--- config.mk ---
export PLATFORM = sky130hd
export DESIGN_NAME = vigenere_cipher_spanish_alphabet
export DESIGN_NICKNAME = d
export VERILOG_FILES = /design/src/rtl/vgc_pkg.sv /design/src/rtl/vigenere_cipher_spanish_alphabet.sv /design/src/rtl/vgc_letter_map.sv
export VERILOG_INCLUDE_DIRS = /design/src /design/src/rtl
export SDC_FILE = /design/constraint.sdc
export NUM_CORES = 1
export LEC_CHECK = 0
export BUFFER_PORTS_ARGS = -buffer_cell sky130_fd_sc_hd__buf_4
export CAP_MARGIN = 0
export CORE_MARGIN = 2
export CORE_UTILIZATION = 45
export CTS_BUF_LIST = sky130_fd_sc_hd__clkbuf_4 sky130_fd_sc_hd__clkbuf_8 sky130_fd_sc_hd__clkbuf_16
export DETAILED_ROUTE_END_ITERATION = 12
export SLEW_MARGIN = 20
export SYNTH_ARGS = -nofsm -noshare
export SYNTH_HDL_FRONTEND = slang
export SYNTH_SLANG_ARGS = --single-unit
export TNS_END_PERCENT = 50
--- constraint.sdc ---
create_clock -name i_clk -period 11.7 [get_ports i_clk]
set_input_delay 0.585 -clock i_clk [delete_from_list [all_inputs] [get_ports i_clk]]
set_output_delay 0.585 -clock i_clk [all_outputs]
set_load 0.02 [all_outputs]
--- src/rtl/assert_macros.svh ---
// Assertion macros used by the top-level RTL file.
`ifndef ASSERT_MACROS_SVH
`define ASSERT_MACROS_SVH

`ifndef SYNTHESIS

`define ASSERT_PROP(label, clk, rst_n, prop, msg) \
    label: assert property (@(posedge clk) disable iff (!(rst_n)) prop) \
        else $error(msg);

`define ASSERT_NEVER(label, clk, rst_n, expr, msg) \
    label: assert property (@(posedge clk) disable iff (!(rst_n)) !(expr)) \
        else $error(msg);

`else

`define ASSERT_PROP(label, clk, rst_n, prop, msg)

`define ASSERT_NEVER(label, clk, rst_n, expr, msg)

`endif

`endif

--- src/rtl/vgc_pkg.sv ---
// Types, constants and the letter code function of the 27-letter Vigenere cipher.
`default_nettype none

package vgc_pkg;

    localparam int KEY_LETTERS_MAX  = 24;
    localparam int ALPHABET_SIZE    = 27;
    localparam int LETTERS_PER_WORD = 12;
    localparam int CODE_W           = 16;
    localparam int IDX_W            = 5;
    localparam int LEN_W            = 5;
    localparam int SUM_W            = IDX_W + 1;
    localparam int KEY_WORD_W       = LETTERS_PER_WORD * IDX_W;
    localparam int CFG_IDX_W        = 2;

    localparam logic [SUM_W-1:0] SUM_ONE_WRAP = SUM_W'(ALPHABET_SIZE);
    localparam logic [SUM_W-1:0] SUM_TWO_WRAP = SUM_W'(2 * ALPHABET_SIZE);

    typedef enum logic [CFG_IDX_W-1:0] {
        CFG_KEY_LENGTH = 2'd0,
        CFG_KEY_FIRST  = 2'd1,
        CFG_KEY_SECOND = 2'd2
    } t_cfg_reg;

    localparam logic [CODE_W-1:0] CH_UPPER_A   = 16'h0041;
    localparam logic [CODE_W-1:0] CH_UPPER_E   = 16'h0045;
    localparam logic [CODE_W-1:0] CH_UPPER_I   = 16'h0049;
    localparam logic [CODE_W-1:0] CH_UPPER_N   = 16'h004E;
    localparam logic [CODE_W-1:0] CH_UPPER_O   = 16'h004F;
    localparam logic [CODE_W-1:0] CH_UPPER_U   = 16'h0055;
    localparam logic [CODE_W-1:0] CH_UPPER_Z   = 16'h005A;
    localparam logic [CODE_W-1:0] CH_LOWER_A   = 16'h0061;
    localparam logic [CODE_W-1:0] CH_LOWER_Z   = 16'h007A;
    localparam logic [CODE_W-1:0] CASE_OFFSET  = 16'h0020;
    localparam logic [CODE_W-1:0] CH_N_TILDE   = 16'h00D1;
    localparam logic [CODE_W-1:0] CH_N_TILDE_L = 16'h00F1;
    localparam logic [CODE_W-1:0] CH_A_ACUTE   = 16'h00C1;
    localparam logic [CODE_W-1:0] CH_E_ACUTE   = 16'h00C9;
    localparam logic [CODE_W-1:0] CH_I_ACUTE   = 16'h00CD;
    localparam logic [CODE_W-1:0] CH_O_ACUTE   = 16'h00D3;
    localparam logic [CODE_W-1:0] CH_U_ACUTE   = 16'h00DA;
    localparam logic [CODE_W-1:0] CH_A_ACUTE_L = 16'h00E1;
    localparam logic [CODE_W-1:0] CH_E_ACUTE_L = 16'h00E9;
    localparam logic [CODE_W-1:0] CH_I_ACUTE_L = 16'h00ED;
    localparam logic [CODE_W-1:0] CH_O_ACUTE_L = 16'h00F3;
    localparam logic [CODE_W-1:0] CH_U_ACUTE_L = 16'h00FA;

    localparam logic [IDX_W-1:0] IDX_N_TILDE = 5'd14;
    localparam logic [IDX_W-1:0] IDX_UPPER_O = 5'd15;

    typedef struct packed {
        logic             keep;
        logic [IDX_W-1:0] index;
    } t_letter;

    function automatic logic [CODE_W-1:0] letter_code(input logic [IDX_W-1:0] idx);
        logic [CODE_W-1:0] code;
        if (idx < IDX_N_TILDE) begin
            code = CH_UPPER_A + CODE_W'(idx);
        end else if (idx == IDX_N_TILDE) begin
            code = CH_N_TILDE;
        end else begin
            code = CH_UPPER_O + CODE_W'(idx - IDX_UPPER_O);
        end
        return code;
    endfunction

endpackage

`default_nettype wire

--- src/rtl/vigenere_cipher_spanish_alphabet.sv ---
// Top level of the Vigenere cipher over the 27-letter Spanish alphabet.
//
//  Channel   Handshake                  Payload
//  input     i_valid / o_ready          i_char_code, i_message_start
//  result    o_valid / i_ready          o_cipher_code, o_cipher_index
//  config    i_cfg_valid / o_cfg_ready  i_cfg_index, i_cfg_data
//
// One character per cycle unless the result stalls; a letter passes the input register
// and then the result register. The input register feeds the letter map, key lookup and
// modulo add into the result register; the key position register closes the loop.
// Dropped characters leave no result but still apply the message start flag.
// Reset: key length 1, key letters 0, key position 0, both stages empty.
// A stalled result holds the input stage; the config port is always ready.
`default_nettype none
`include "assert_macros.svh"

module vigenere_cipher_spanish_alphabet #(
    parameter int MAX_KEY_LETTERS = vgc_pkg::KEY_LETTERS_MAX
) (
    input  wire logic                              i_clk,
    input  wire logic                              i_rst_n,
    input  wire logic                              i_valid,
    output logic                                   o_ready,
    input  wire logic [vgc_pkg::CODE_W-1:0]        i_char_code,
    input  wire logic                              i_message_start,
    output logic                                   o_valid,
    input  wire logic                              i_ready,
    output logic      [vgc_pkg::CODE_W-1:0]        o_cipher_code,
    output logic      [vgc_pkg::IDX_W-1:0]         o_cipher_index,
    input  wire logic                              i_cfg_valid,
    output logic                                   o_cfg_ready,
    input  wire logic [vgc_pkg::CFG_IDX_W-1:0]     i_cfg_index,
    input  wire logic [vgc_pkg::KEY_WORD_W-1:0]    i_cfg_data
);
    import vgc_pkg::*;

    localparam int POS_W = (MAX_KEY_LETTERS > 1) ? $clog2(MAX_KEY_LETTERS) : 1;

    logic                 cfg_fire;
    t_cfg_reg             cfg_sel;
    logic [LEN_W-1:0]     r_key_length;
    logic [IDX_W-1:0]     r_key [MAX_KEY_LETTERS];
    logic [LEN_W-1:0]     eff_len;

    logic                 r_in_valid;
    logic [CODE_W-1:0]    r_char;
    logic                 r_start;
    logic                 advance;

    t_letter              letter;
    logic [POS_W-1:0]     r_pos;
    logic [POS_W-1:0]     n_pos;
    logic [POS_W-1:0]     pos_start;
    logic [POS_W-1:0]     pos_use;
    logic [LEN_W-1:0]     pos_inc;
    logic [IDX_W-1:0]     key_letter;
    logic [SUM_W-1:0]     sum;
    logic [IDX_W-1:0]     cipher;

    logic                 r_out_valid;
    logic                 n_out_valid;
    logic [CODE_W-1:0]    r_out_code;
    logic [IDX_W-1:0]     r_out_index;

    assign o_cfg_ready = 1'b1;
    assign cfg_fire    = i_cfg_valid && o_cfg_ready;
    assign cfg_sel     = t_cfg_reg'(i_cfg_index);

    always_ff @(posedge i_clk) begin
        if (!i_rst_n) begin
            r_key_length <= LEN_W'(1);
        end else if (cfg_fire && cfg_sel == CFG_KEY_LENGTH) begin
            r_key_length <= i_cfg_data[LEN_W-1:0];
        end
    end

    for (genvar g = 0; g < MAX_KEY_LETTERS; g++) begin : g_key
        localparam t_cfg_reg KEY_SEL = (g < LETTERS_PER_WORD) ? CFG_KEY_FIRST
                                                              : CFG_KEY_SECOND;
        localparam int KEY_LSB = (g % LETTERS_PER_WORD) * IDX_W;

        always_ff @(posedge i_clk) begin
            if (!i_rst_n) begin
                r_key[g] <= '0;
            end else if (cfg_fire && cfg_sel == KEY_SEL) begin
                r_key[g] <= i_cfg_data[KEY_LSB +: IDX_W];
            end
        end
    end

    always_comb begin
        if (r_key_length == '0) begin
            eff_len = LEN_W'(1);
        end else if (r_key_length > LEN_W'(MAX_KEY_LETTERS)) begin
            eff_len = LEN_W'(MAX_KEY_LETTERS);
        end else begin
            eff_len = r_key_length;
        end
    end

    // input stage
    assign advance = r_in_valid && (!r_out_valid || i_ready);
    assign o_ready = !r_in_valid || advance;

    always_ff @(posedge i_clk) begin
        if (!i_rst_n) begin
            r_in_valid <= 1'b0;
        end else if (o_ready) begin
            r_in_valid <= i_valid;
        end
    end

    always_ff @(posedge i_clk) begin
        if (i_valid && o_ready) begin
            r_char  <= i_char_code;
            r_start <= i_message_start;
        end
    end

    vgc_letter_map u_letter_map (
        .i_char_code (r_char),
        .o_letter    (letter)
    );

    // key position and modulo add
    always_comb begin
        pos_start  = r_start ? '0 : r_pos;
        pos_use    = (LEN_W'(pos_start) >= eff_len) ? '0 : pos_start;
        key_letter = r_key[pos_use];
        pos_inc    = LEN_W'(pos_use) + LEN_W'(1);

        sum = SUM_W'(letter.index) + SUM_W'(key_letter);
        if (sum >= SUM_TWO_WRAP) begin
            cipher = IDX_W'(sum - SUM_TWO_WRAP);
        end else if (sum >= SUM_ONE_WRAP) begin
            cipher = IDX_W'(sum - SUM_ONE_WRAP);
        end else begin
            cipher = IDX_W'(sum);
        end

        n_pos = r_pos;
        if (advance) begin
            if (letter.keep) begin
                n_pos = (pos_inc >= eff_len) ? '0 : pos_inc[POS_W-1:0];
            end else begin
                n_pos = pos_start;
            end
        end
    end

    always_ff @(posedge i_clk) begin
        if (!i_rst_n) begin
            r_pos <= '0;
        end else begin
            r_pos <= n_pos;
        end
    end

    // result stage
    always_comb begin
        n_out_valid = r_out_valid && !i_ready;
        if (advance && letter.keep) begin
            n_out_valid = 1'b1;
        end
    end

    always_ff @(posedge i_clk) begin
        if (!i_rst_n) begin
            r_out_valid <= 1'b0;
        end else begin
            r_out_valid <= n_out_valid;
        end
    end

    always_ff @(posedge i_clk) begin
        if (advance && letter.keep) begin
            r_out_code  <= letter_code(cipher);
            r_out_index <= cipher;
        end
    end

    assign o_valid        = r_out_valid;
    assign o_cipher_code  = r_out_code;
    assign o_cipher_index = r_out_index;

    `ASSERT_PROP(a_letter_gives_result, i_clk, i_rst_n, (advance && letter.keep) |=> (o_valid && o_cipher_code == letter_code(o_cipher_index)), "kept letter did not reach the result register")

    `ASSERT_NEVER(a_index_range, i_clk, i_rst_n, (o_valid && o_cipher_index >= IDX_W'(ALPHABET_SIZE)), "cipher index outside the alphabet")

    `ASSERT_PROP(a_start_restarts_key, i_clk, i_rst_n, (advance && r_start && letter.keep && eff_len > LEN_W'(1)) |=> (r_pos == POS_W'(1)), "message start did not restart the key position")

endmodule

`default_nettype wire

--- src/rtl/vgc_letter_map.sv ---
// Character code to 27-letter alphabet index, with accent and case folding.
`default_nettype none

module vgc_letter_map (
    input  wire logic [vgc_pkg::CODE_W-1:0] i_char_code,
    output vgc_pkg::t_letter                o_letter
);
    import vgc_pkg::*;

    logic [CODE_W-1:0] folded;

    always_comb begin
        case (i_char_code)
            CH_A_ACUTE, CH_A_ACUTE_L: folded = CH_UPPER_A;
            CH_E_ACUTE, CH_E_ACUTE_L: folded = CH_UPPER_E;
            CH_I_ACUTE, CH_I_ACUTE_L: folded = CH_UPPER_I;
            CH_O_ACUTE, CH_O_ACUTE_L: folded = CH_UPPER_O;
            CH_U_ACUTE, CH_U_ACUTE_L: folded = CH_UPPER_U;
            CH_N_TILDE_L:             folded = CH_N_TILDE;
            default:                  folded = i_char_code;
        endcase

        if (folded inside {[CH_LOWER_A:CH_LOWER_Z]}) begin
            folded = folded - CASE_OFFSET;
        end

        o_letter = '0;
        if (folded inside {[CH_UPPER_A:CH_UPPER_N]}) begin
            o_letter.keep  = 1'b1;
            o_letter.index = IDX_W'(folded - CH_UPPER_A);
        end else if (folded == CH_N_TILDE) begin
            o_letter.keep  = 1'b1;
            o_letter.index = IDX_N_TILDE;
        end else if (folded inside {[CH_UPPER_O:CH_UPPER_Z]}) begin
            o_letter.keep  = 1'b1;
            o_letter.index = IDX_W'(folded - CH_UPPER_O) + IDX_UPPER_O;
        end
    end

endmodule

`default_nettype wire

# After elaboration in Yosys (flattened, before gate mapping)
# Memory sizes are Yosys's and may differ from the RTL's.
# Cells that the tools add are included.
[word_totals] register_bits=50 ram_bits=120 in_bits=84 out_inout_bits=24 mem_count=1
[op_classes] addsub=11 n_lt_le_gt_ge=12 n_eq_ne=15 muxes=47 bitwise_logic=24 reduce_logical=22
[mem_list] name="r_key" words=24 word_bits=5 rd=1 rd_clocked_by_memory_dff=0 write_ports=24 line="vigenere_cipher_spanish_alphabet.sv:42" rtl="logic [IDX_W-1:0] r_key [MAX_KEY_LETTERS];"
[ops] cell="$eq A16 B8 Y1 const B" count=12
[ops] cell="$mux W5" count=32
[ops] cell="$pmux W16 S6" count=1
[ops] cell="$ge A16 B7 Y1 const B" count=3
[ops] cell="$le A16 B7 Y1 const B" count=3
[ops] cell="$mux W16" count=3
[ops] cell="$or A1 B1 Y1" count=24
[ops] cell="$mux W6" count=3
[ops] cell="$sub A16 B6 Y16 const B" count=1
[ops] cell="$ge A5 B5 Y1" count=2
[ops] cell="$logic_and A1 B1 Y1" count=10
[ops] cell="$reduce_or A2 Y1" count=5
[ops] cell="$sub A5 B5 Y5 const B" count=2
[ops] cell="$add A8 B6 Y9 const A" count=1
[ops] cell="$add A7 B5 Y8 const A" count=1
[ops] cell="$mux W1" count=8
[ops] cell="$add A5 B5 Y6" count=1
[ops] cell="$ge A6 B5 Y1 const B" count=1
[ops] cell="$ge A6 B6 Y1 const B" count=1
[ops] cell="$sub A5 B4 Y6 const B" count=1
[ops] cell="$add A5 B1 Y5 const B" count=1
[ops] cell="$add A5 B4 Y5 const B" count=1
[ops] cell="$eq A5 B4 Y1 const B" count=1
[ops] cell="$gt A5 B5 Y1 const B" count=1
[ops] cell="9 further kinds" count=12

# Logic depth before layout (Yosys ltp)
# Gate-level depths: netlist (run 1).
[depth] ltp_word=19 ltp_mapped=32 mapped_depth_nobuf=29

# Modules after synthesis
# Synthesis (run 1) repeated with hierarchy kept, for this count alone.
[unflattened] cells_unflattened=800 area_unflattened_um2=9262.6
[by_module_without_submodules] mod="vigenere_cipher_spanish_alphabet" instances=1 cells_per_inst=684 area_each_um2=8354.3
[by_module_without_submodules] mod="vgc_letter_map" instances=1 cells_per_inst=116 area_each_um2=908.4

# Worst setup path after synthesis (run 1)
# No wires, ideal clock.
[synth_path] kind="register -> register" start="register r_start" end="register r_out_code[5] (netlist: o_cipher_code[5]) (data pin)" arrival_ps=6916 required_time_ps=11548 path_slack_ps=4631 stages_incl_launch_ff=33 period_less_slack_ps=7069 path_cell_list="edfxtp_1 > nor2b_1 > buf_1 > inv_2 > buf_1 > ha_1 > nand2b_1 > a21o_1 > a21o_1 > a2111o_1 > and2_1 > inv_1 > buf_1 > clkbuf_1 > a211oi_1 > a211oi_1 > o21ai_0 > o211ai_1 > ha_1 > inv_1 > fa_1 > inv_1 > ha_1 > o21ai_0 > o21ai_0 > and3_1 > o21a_1 > nor2_1 > inv_1 > ha_1 > or4_1 > o211a_1 > o21ai_0"
[synth_between] elab_chain_cells=12 word_cells_on_any_way=18 cone_classes="6 x add/sub; 4 x order compare; 1 x eq/ne; 6 x mux; 1 x memory"
[synth_rtl] element="start, declared" line="vigenere_cipher_spanish_alphabet.sv:47" rtl="logic r_start;"
[synth_rtl] element="start signal, assigned" line="vigenere_cipher_spanish_alphabet.sv:116" rtl="r_start <= i_message_start;"
[synth_rtl] element="$mux W5 *" line="vigenere_cipher_spanish_alphabet.sv:127" rtl="pos_start = r_start ? '0 : r_pos;"
[synth_rtl] element="$ge A5 B5 Y1" line="vigenere_cipher_spanish_alphabet.sv:128" rtl="pos_use = (LEN_W'(pos_start) >= eff_len) ? '0 : pos_start;"
[synth_rtl] element="$mux W5 *" line="vigenere_cipher_spanish_alphabet.sv:128"
[synth_rtl] element="$mem_v2 Z24 W5 *"
[synth_rtl] element="$add A5 B5 Y6 *" line="vigenere_cipher_spanish_alphabet.sv:132" rtl="sum = SUM_W'(letter.index) + SUM_W'(key_letter);"
[synth_rtl] element="$sub A5 B5 Y5 or $ge A6 B5 Y1 (tied branches)" line="vigenere_cipher_spanish_alphabet.sv:136, vigenere_cipher_spanish_alphabet.sv:135"
[synth_rtl] element="$mux W5" line="vigenere_cipher_spanish_alphabet.sv:135" rtl="end else if (sum >= SUM_ONE_WRAP) begin"
[synth_rtl] element="$mux W5 *" line="vigenere_cipher_spanish_alphabet.sv:133" rtl="if (sum >= SUM_TWO_WRAP) begin"
[synth_rtl] element="net cipher[0]" line="vigenere_cipher_spanish_alphabet.sv:58" rtl="logic [IDX_W-1:0] cipher;"
[synth_rtl] element="$sub A5 B4 Y6" line="vgc_pkg.sv:63" rtl="code = CH_UPPER_O + CODE_W'(idx - IDX_UPPER_O);"
[synth_rtl] element="$add A8 B6 Y9" line="vgc_pkg.sv:63"
[synth_rtl] element="$mux W16" line="vgc_pkg.sv:60" rtl="end else if (idx == IDX_N_TILDE) begin"
[synth_rtl] element="$mux W16 *" line="vgc_pkg.sv:58" rtl="if (idx < IDX_N_TILDE) begin"
[synth_rtl] element="end signal, assigned" line="vigenere_cipher_spanish_alphabet.sv:177" rtl="r_out_code <= letter_code(cipher);"
[synth_rtl] element="end, declared" line="vigenere_cipher_spanish_alphabet.sv:62" rtl="logic [CODE_W-1:0] r_out_code;"
# The timed path passes the listed nets; every way through them passes the cells marked *.
# A chain may end at the register's enable or synchronous reset.

# Worst setup path after layout (run 1)
# Ends and elaborated chain as after synthesis.

==> flow_metrics.env, run 1 <==
export IMPL_status="finished clean"
export IMPL_use_met1=0.2818
export IMPL_fin_nets=1044
export IMPL_dp_slack_ns=3.604
export IMPL_finalClockSkew_ns=0.01389
export IMPL_final_common_cell="edfxtp_1"
export IMPL_groute_usage_overall=0.2154
export IMPL_netlist_instances=854
export IMPL_vdd_drop_max_mv=0.09903
export IMPL_yosysSeqAreaShare=0.5178
export IMPL_slowest_stage="inv_1"
export IMPL_start_kind="flop"
export IMPL_fillers=1801
export IMPL_root_buffer="clkbuf_16"
export IMPL_crit_fanout=32
export IMPL_async_reset_ff_frac=0
export IMPL_leakagePower_nw=4.060
export IMPL_whs_ns=0.3252
export IMPL_drc=0
export IMPL_crit_type="flop to flop"
export IMPL_powerDensity_mw_per_mm2=139.8
export IMPL_met2_usage=0.3756
export IMPL_layout_common_cells="150 x edfxtp_1, 132 x and2_1, 105 x buf_4"
export IMPL_yosys_area_share_simple=0.2287
export IMPL_max_stage_delay_ns=0.76
export IMPL_min_delay_path_class="primary input to flop"
export IMPL_first_pass_iters=4
export IMPL_n_antenna_cell=0
export IMPL_ys_seq_elements=162
export IMPL_antenna_found_initial=0
export IMPL_start_util=0.4558
export IMPL_die_y_um=146.7
export IMPL_fin_cells=1214
export IMPL_synth_fa_ha_area_frac=0.04042
export IMPL_path_clk_slew_ns=0.07
export IMPL_finalPower_mw=1.497
export IMPL_setup_viol=0
export IMPL_top_usage_layer="met2"
export IMPL_dr_first_iter_drc_count=440
export IMPL_dp_cells=1182
export IMPL_routed_wl_mm=22.61
export IMPL_synth_edf_count=150
export IMPL_timing_fmax_mhz=122.2
export IMPL_min_period_ns=8.181
export IMPL_clock_path_buffers=2
export IMPL_drive_above_1_share=0.1801
export IMPL_io_pins=108
export IMPL_slew_headroom=0.3715
export IMPL_syn_avg_cell_area_um2=10.73
export IMPL_max_cap_viol_count=0
export IMPL_portBuffers=98
export IMPL_cp_required_ns=11.97
export IMPL_synth_top_family_by_area="simple AND/OR/NAND/NOR gates"
export IMPL_final_hold_viol_count=0
export IMPL_rows=52
export IMPL_drv_slew=0
export IMPL_synth_xor_area_share=0.008603
export IMPL_dp_hpwl_mm=15.81
export IMPL_coreArea_mm2=0.02010
export IMPL_clock_sinks=162
export IMPL_grt_max_degree=61
export IMPL_fin_ws_ns=3.519
export IMPL_fp_dieArea_mm2=0.02152
export IMPL_synth_area_mm2=0.009163
export IMPL_cts_resized=0
export IMPL_cts_tree="built"
export IMPL_overflow=0
export IMPL_rsz0062_at_grt="no"
export IMPL_worst_pin_slew_ns=0.9418
export IMPL_muxShareOfSynthArea=0.02909
export IMPL_area_growth_pct=16.85
export IMPL_synth_compound_area_share=0.1323
export IMPL_synth_ff_type="edfxtp_1"
export IMPL_cp_end_kind="flop"
export IMPL_use_met3=0.03540
export IMPL_htreeDepth=4
export IMPL_cts_buffers=17
export IMPL_post_route_period_util=0.6992
export IMPL_cts_hold_buf=0
export IMPL_die_w_um=146.7
export IMPL_vias=6720
export IMPL_antenna_left=0
export IMPL_worstPathArrival_ns=8.45
export IMPL_postCtsSetupBuffers=0
export IMPL_post_drt_wl_per_cell_um=18.63
export IMPL_insertion_delay_ns=0.43
export IMPL_viasPerCell=5.535
export IMPL_place_congestion=0.8488
export IMPL_grt_pass1_vias=6678
export IMPL_yosysWarnings=0
export IMPL_grt_pass1_wl_mm=36.17
export IMPL_synth_cell_types=81
export IMPL_tns_ns=0
[report_power, final]
group / internal, mW / leakage [nW] / switching, mW
registers: 0.676 / 1.56 / 0.0203
logic: 0.0771 / 2.19 / 0.113
clock network: 0.364 / 0.309 / 0.245
[cell type report]
type | count | area, um2 | share of cell area
tap | 270 | 337.8 | 0.03155
multi-input combinational | 619 | 4094 | 0.3824
sequential | 162 | 4745 | 0.4431
inverter | 26 | 97.59 | 0.009115
clock inverter | 15 | 219.0 | 0.02045
clock buffer | 17 | 425.4 | 0.03973
timing repair buffer | 105 | 788.3 | 0.07362
[logic make-up after synthesis]
family | after synthesis
other | 2
muxes | 26
and+or+nand+nor | 378
adders and majority gates | 29
buffers and inverters | 80
AOI/OAI and AO/OA | 168
DFF | 162
xor gates and xnor gates | 9
[stage by stage]
step,utilization,area [um2]
2_1_floorplan,-,9189
3_3_place_gp,0.5000,10050
3_5_place_dp,0.5000,10050
4_1_cts,0.5321,10700
5_1_grt,0.5325,10710
6_report,0.5325,10710
[critical path: cells and delay by family, from the launching register on]
| family | cells | cell delay [ns] |
|---|---|---|
| AOI/OAI and AO/OA | 11 | 2.20 |
| buffers and inverters | 6 | 1.72 |
| adders and majority gates | 5 | 1.70 |
| muxes | 1 | 0.20 |
| DFF | 1 | 0.48 |
| and+or+nand+nor | 6 | 1.71 |
[sequential cells by signal, summed over array words and instances (netlist names), 5 cells and up]
signal / cells
r_key: 120
r_char: 16
o_cipher_code: 8
o_cipher_index: 5
r_key_length: 5
r_pos: 5
[worst paths after layout]
path                                                   start                            to  slack [ns]  cells past startpoint
worst max-delay path                       r_start$_DFFE_PP_    o_cipher_code[5]$_DFFE_PP_        3.52                     29
worst min-delay path                          i_char_code[1]           r_char[1]$_DFFE_PP_        0.33                      1
worst max register to register             r_start$_DFFE_PP_    o_cipher_code[5]$_DFFE_PP_        3.52                     29
worst min register to register  r_key_length[0]$_SDFFE_PN1P_  r_key_length[0]$_SDFFE_PN1P_        0.51                      2
[layer usage]
| metal | wire, um | part of all wire |
|---|---|---|
| met5 | 0 | 0 |
| met4 | 312 | 0.014 |
| met3 | 760 | 0.034 |
| met2 | 11580 | 0.51 |
| met1 | 9965 | 0.44 |
[cell usage after synthesis (all sizes together) (13+ instances only)]
| cell | number | share of area |
|---|---|---|
| edfxtp | 150 | 0.49 |
| buf | 24 | 0.016 |
| mux2i | 24 | 0.026 |
| a21oi | 30 | 0.016 |
| and2 | 132 | 0.090 |
| nand3 | 28 | 0.015 |
| and3 | 15 | 0.010 |
| inv | 25 | 0.010 |
| nor2 | 35 | 0.014 |
| a211oi | 15 | 0.013 |
| nand2 | 82 | 0.034 |
| clkbuf | 29 | 0.012 |
| nor2b | 15 | 0.010 |
| ha | 28 | 0.038 |
| o21ai | 27 | 0.016 |
| o211ai | 13 | 0.011 |
Note: power is estimated with default switching activity, not from simulation.
==> inputs of run 2 (changes only) <==
--- a/config.mk
+++ b/config.mk
@@ -6,12 +6,14 @@
 export SDC_FILE = /design/constraint.sdc
 export NUM_CORES = 1
 export LEC_CHECK = 0
+export ABC_AREA = 1
 export BUFFER_PORTS_ARGS = -buffer_cell sky130_fd_sc_hd__buf_4
 export CAP_MARGIN = 0
 export CORE_MARGIN = 2
 export CORE_UTILIZATION = 45
 export CTS_BUF_LIST = sky130_fd_sc_hd__clkbuf_4 sky130_fd_sc_hd__clkbuf_8 sky130_fd_sc_hd__clkbuf_16
 export DETAILED_ROUTE_END_ITERATION = 12
+export PLACE_DENSITY = 0.67
 export SLEW_MARGIN = 20
 export SYNTH_ARGS = -nofsm -noshare
 export SYNTH_HDL_FRONTEND = slang
==> constraint.sdc (replaced) <==
create_clock -name i_clk -period 7.5 [get_ports i_clk]
set_input_delay 0.375 -clock i_clk [delete_from_list [all_inputs] [get_ports i_clk]]
set_output_delay 0.375 -clock i_clk [all_outputs]
set_load 0.02 [all_outputs]
==> flow_metrics.env, run 2 <==
export IMPL_yosysWarnings=0
export IMPL_slew_headroom=0.3538
export IMPL_grt_pass1_vias=6510
export IMPL_grt_pass1_wl_mm=31.58
export IMPL_setup_viol=0
export IMPL_seqPwrFrac=0.512
export IMPL_largest_reg_flops=120
export IMPL_synth_top_area_frac=0.5068
export IMPL_syn_avg_cell_area_um2=9.013
export IMPL_die_w_um=144.5
export IMPL_tns_ns=0
export IMPL_portBuffers=98
export IMPL_area_growth_pct=17.53
export IMPL_routed_wl_mm=19.64
export IMPL_drv_slew=0
export IMPL_die_y_um=144.5
export IMPL_min_delay_path_class="primary input to flop"
export IMPL_synth_area_mm2=0.008887
export IMPL_drive_above_1_share=0.1787
export IMPL_cts_resized=0
export IMPL_synth_ff_type="edfxtp_1"
export IMPL_final_cell_area_mm2=0.01045
export IMPL_cts_tree="built"
export IMPL_dp_hpwl_mm=13.70
export IMPL_leakagePower_nw=4.633
export IMPL_whs_ns=0.1172
export IMPL_path_clk_slew_ns=0.07
export IMPL_yosysMostFrequentCell="nand2_1"
export IMPL_regMostFlops="r_key"
export IMPL_placed_cell_area_mm2=0.009903
export IMPL_async_reset_ff_frac=0
export IMPL_finalClockSkew_ns=0.008582
export IMPL_final_hold_viol_count=0
export IMPL_worstPathArrival_ns=6.88
export IMPL_pwr_share_clk=0.385
export IMPL_post_drt_wl_per_cell_um=14.49
export IMPL_n_antenna_cell=0
export IMPL_netlist_instances=986
export IMPL_clock_sinks=162
export IMPL_root_buffer="clkbuf_16"
export IMPL_met2_usage=0.3273
export IMPL_powerDensity_mw_per_mm2=200.5
export IMPL_cp_required_ns=7.68
export IMPL_coreArea_mm2=0.01940
export IMPL_vias=6838
export IMPL_cts_buffers=17
export IMPL_overflow=0
export IMPL_synth_edf_count=150
export IMPL_groute_usage_overall=0.1954
export IMPL_synth_area_leader_cell="edfxtp_1"
export IMPL_timing_fmax_mhz=149.3
export IMPL_rsz0062_at_grt="no"
export IMPL_vdd_drop_max_mv=0.1381
export IMPL_use_met1=0.2550
export IMPL_worst_pin_slew_ns=0.9619
export IMPL_start_kind="flop"
export IMPL_internal_power_mw=1.567
export IMPL_synthTopCellsByCount="177 x nand2_1, 162 x nor2_1, 150 x edfxtp_1"
export IMPL_switching_share=0.2517
export IMPL_io_pins=108
export IMPL_layout_common_cells="177 x nand2_1, 160 x nor2_1, 150 x edfxtp_1"
export IMPL_final_common_cell="nand2_1"
export IMPL_yosysSeqAreaShare=0.5339
export IMPL_ys_seq_elements=162
export IMPL_first_pass_iters=5
export IMPL_max_stage_delay_ns=0.52
export IMPL_antenna_left=0
export IMPL_clock_path_buffers=2
export IMPL_dr_first_iter_drc_count=445
export IMPL_power_frac_comb=0.102
export IMPL_top_usage_layer="met2"
export IMPL_min_period_ns=6.698
export IMPL_start_util=0.4581
export IMPL_insertion_delay_ns=0.43
export IMPL_crit_type="flop to flop"
export IMPL_max_cap_viol_count=0
export IMPL_grt_max_degree=61
export IMPL_slowest_stage="o41ai_1"
export IMPL_p_switching_uw=527.1
export IMPL_drc=0
export IMPL_place_congestion=0.8793
export IMPL_cp_end_kind="flop"
export IMPL_rows=51
export IMPL_antenna_found_initial=0
export IMPL_fp_dieArea_mm2=0.02089
export IMPL_synth_area_leaders="edfxtp_1 51%, nand2_1 7.5%, nor2_1 6.8%"
export IMPL_crit_fanout=60
export IMPL_fin_nets=1191
export IMPL_post_route_period_util=0.8931
export IMPL_cts_hold_buf=0
export IMPL_status="finished clean"
export IMPL_htreeDepth=4
export IMPL_postCtsSetupBuffers=0
export IMPL_cpMostUsedCell="nand2_1"
export IMPL_use_met3=0.03245
export IMPL_synth_cell_types=49
export IMPL_viasPerCell=5.043
==> run 2: cell count changes after synthesis, moves of 12 or more <==
| cell | previous run | this run |
|---|---|---|
| a32o_1 | 1 | 14 |
| nor2b_1 | 15 | 0 |
| nand3_1 | 28 | 70 |
| and2_1 | 132 | 0 |
| nand2_1 | 82 | 177 |
| and3_1 | 15 | 0 |
| mux2i_1 | 24 | 0 |
| nand2b_1 | 12 | 0 |
| inv_1 | 23 | 140 |
| a31oi_1 | 12 | 0 |
| nand2_2 | 0 | 15 |
| a211oi_1 | 14 | 0 |
| nor2_1 | 35 | 162 |
==> run 2: power groups by stage <==
stage               Sequential (mW)  Clock, mW  Combinational [mW]
floorplan                      1.09          0               0.142
global placement               1.09          0               0.212
CTS                            1.07      0.817               0.216
detailed placement             1.09          0               0.215
global route                   1.08      0.849               0.242
finish                         1.07      0.807               0.215
==> run 2: area by class of cell <==
| type | instances | area, um2 |
|---|---|---|
| clock buffers | 19 | 440.4 |
| clock inverters | 13 | 101.3 |
| fillers | 1839 | 8954 |
| inverters | 148 | 555.5 |
| multi-input cells | 640 | 3453 |
| flip-flops and latches | 162 | 4745 |
| well taps | 265 | 331.6 |
| repair buffers | 109 | 818.3 |
==> run 2: logic make-up (layout without fill, tap and decap cells) <==
group	Yosys count	in the layout	synth area share
simple gates	463	463	0.2288
other cells	2	9	0.0008450
compound gates	127	127	0.09573
xor+xnor	12	12	0.01436
buf+inv	191	289	0.08475
flops	162	162	0.5339
fa+ha+maj	29	29	0.04167
==> run 2: stage by stage <==
step | total power [mW] | instances | util | worst slack, ns
floorplan | 1.228 | 993 | - | 1.654
global placement | 1.304 | 1324 | 0.5105 | 1.054
detailed placement | 1.307 | 1324 | 0.5105 | 0.8236
CTS | 2.106 | 1356 | 0.5384 | 0.8149
global route | 2.169 | 1356 | 0.5384 | 0.06058
finish | 2.095 | 1356 | 0.5384 | 0.8019
==> run 2: final timing paths <==
check                                    start                         end  slack, ns  cells after the start
hold reg to reg          r_pos[2]$_SDFFE_PN0P_       r_pos[2]$_SDFFE_PN0P_       0.47                      2
hold / removal                  i_char_code[1]         r_char[1]$_DFFE_PP_       0.12                      1
setup / recovery  r_key_length[4]$_SDFFE_PN0P_  o_cipher_code[5]$_DFFE_PP_       0.80                     30
setup reg to reg  r_key_length[4]$_SDFFE_PN0P_  o_cipher_code[5]$_DFFE_PP_       0.80                     30
==> run 2: worst max-delay path, delay by kind of cell (launching register included) <==
family / cells / cell delay (ns)
AO/OA/AOI/OAI: 9 / 1.99
AND/OR/NAND/NOR: 12 / 1.21
adder cells (fa/ha/maj): 4 / 1.19
XOR/XNOR: 3 / 1.15
buffers and inverters: 2 / 0.55
flip-flops: 1 / 0.33
==> run 2: metal layers <==
layer | up-vias | wire length (um) | share of wire
met5 | - | 0 | 0
met4 | 0 | 420 | 0.021
met3 | 30 | 795 | 0.040
met2 | 172 | 9564 | 0.49
met1 | 3193 | 8862 | 0.45
li1 | 3443 | - | -
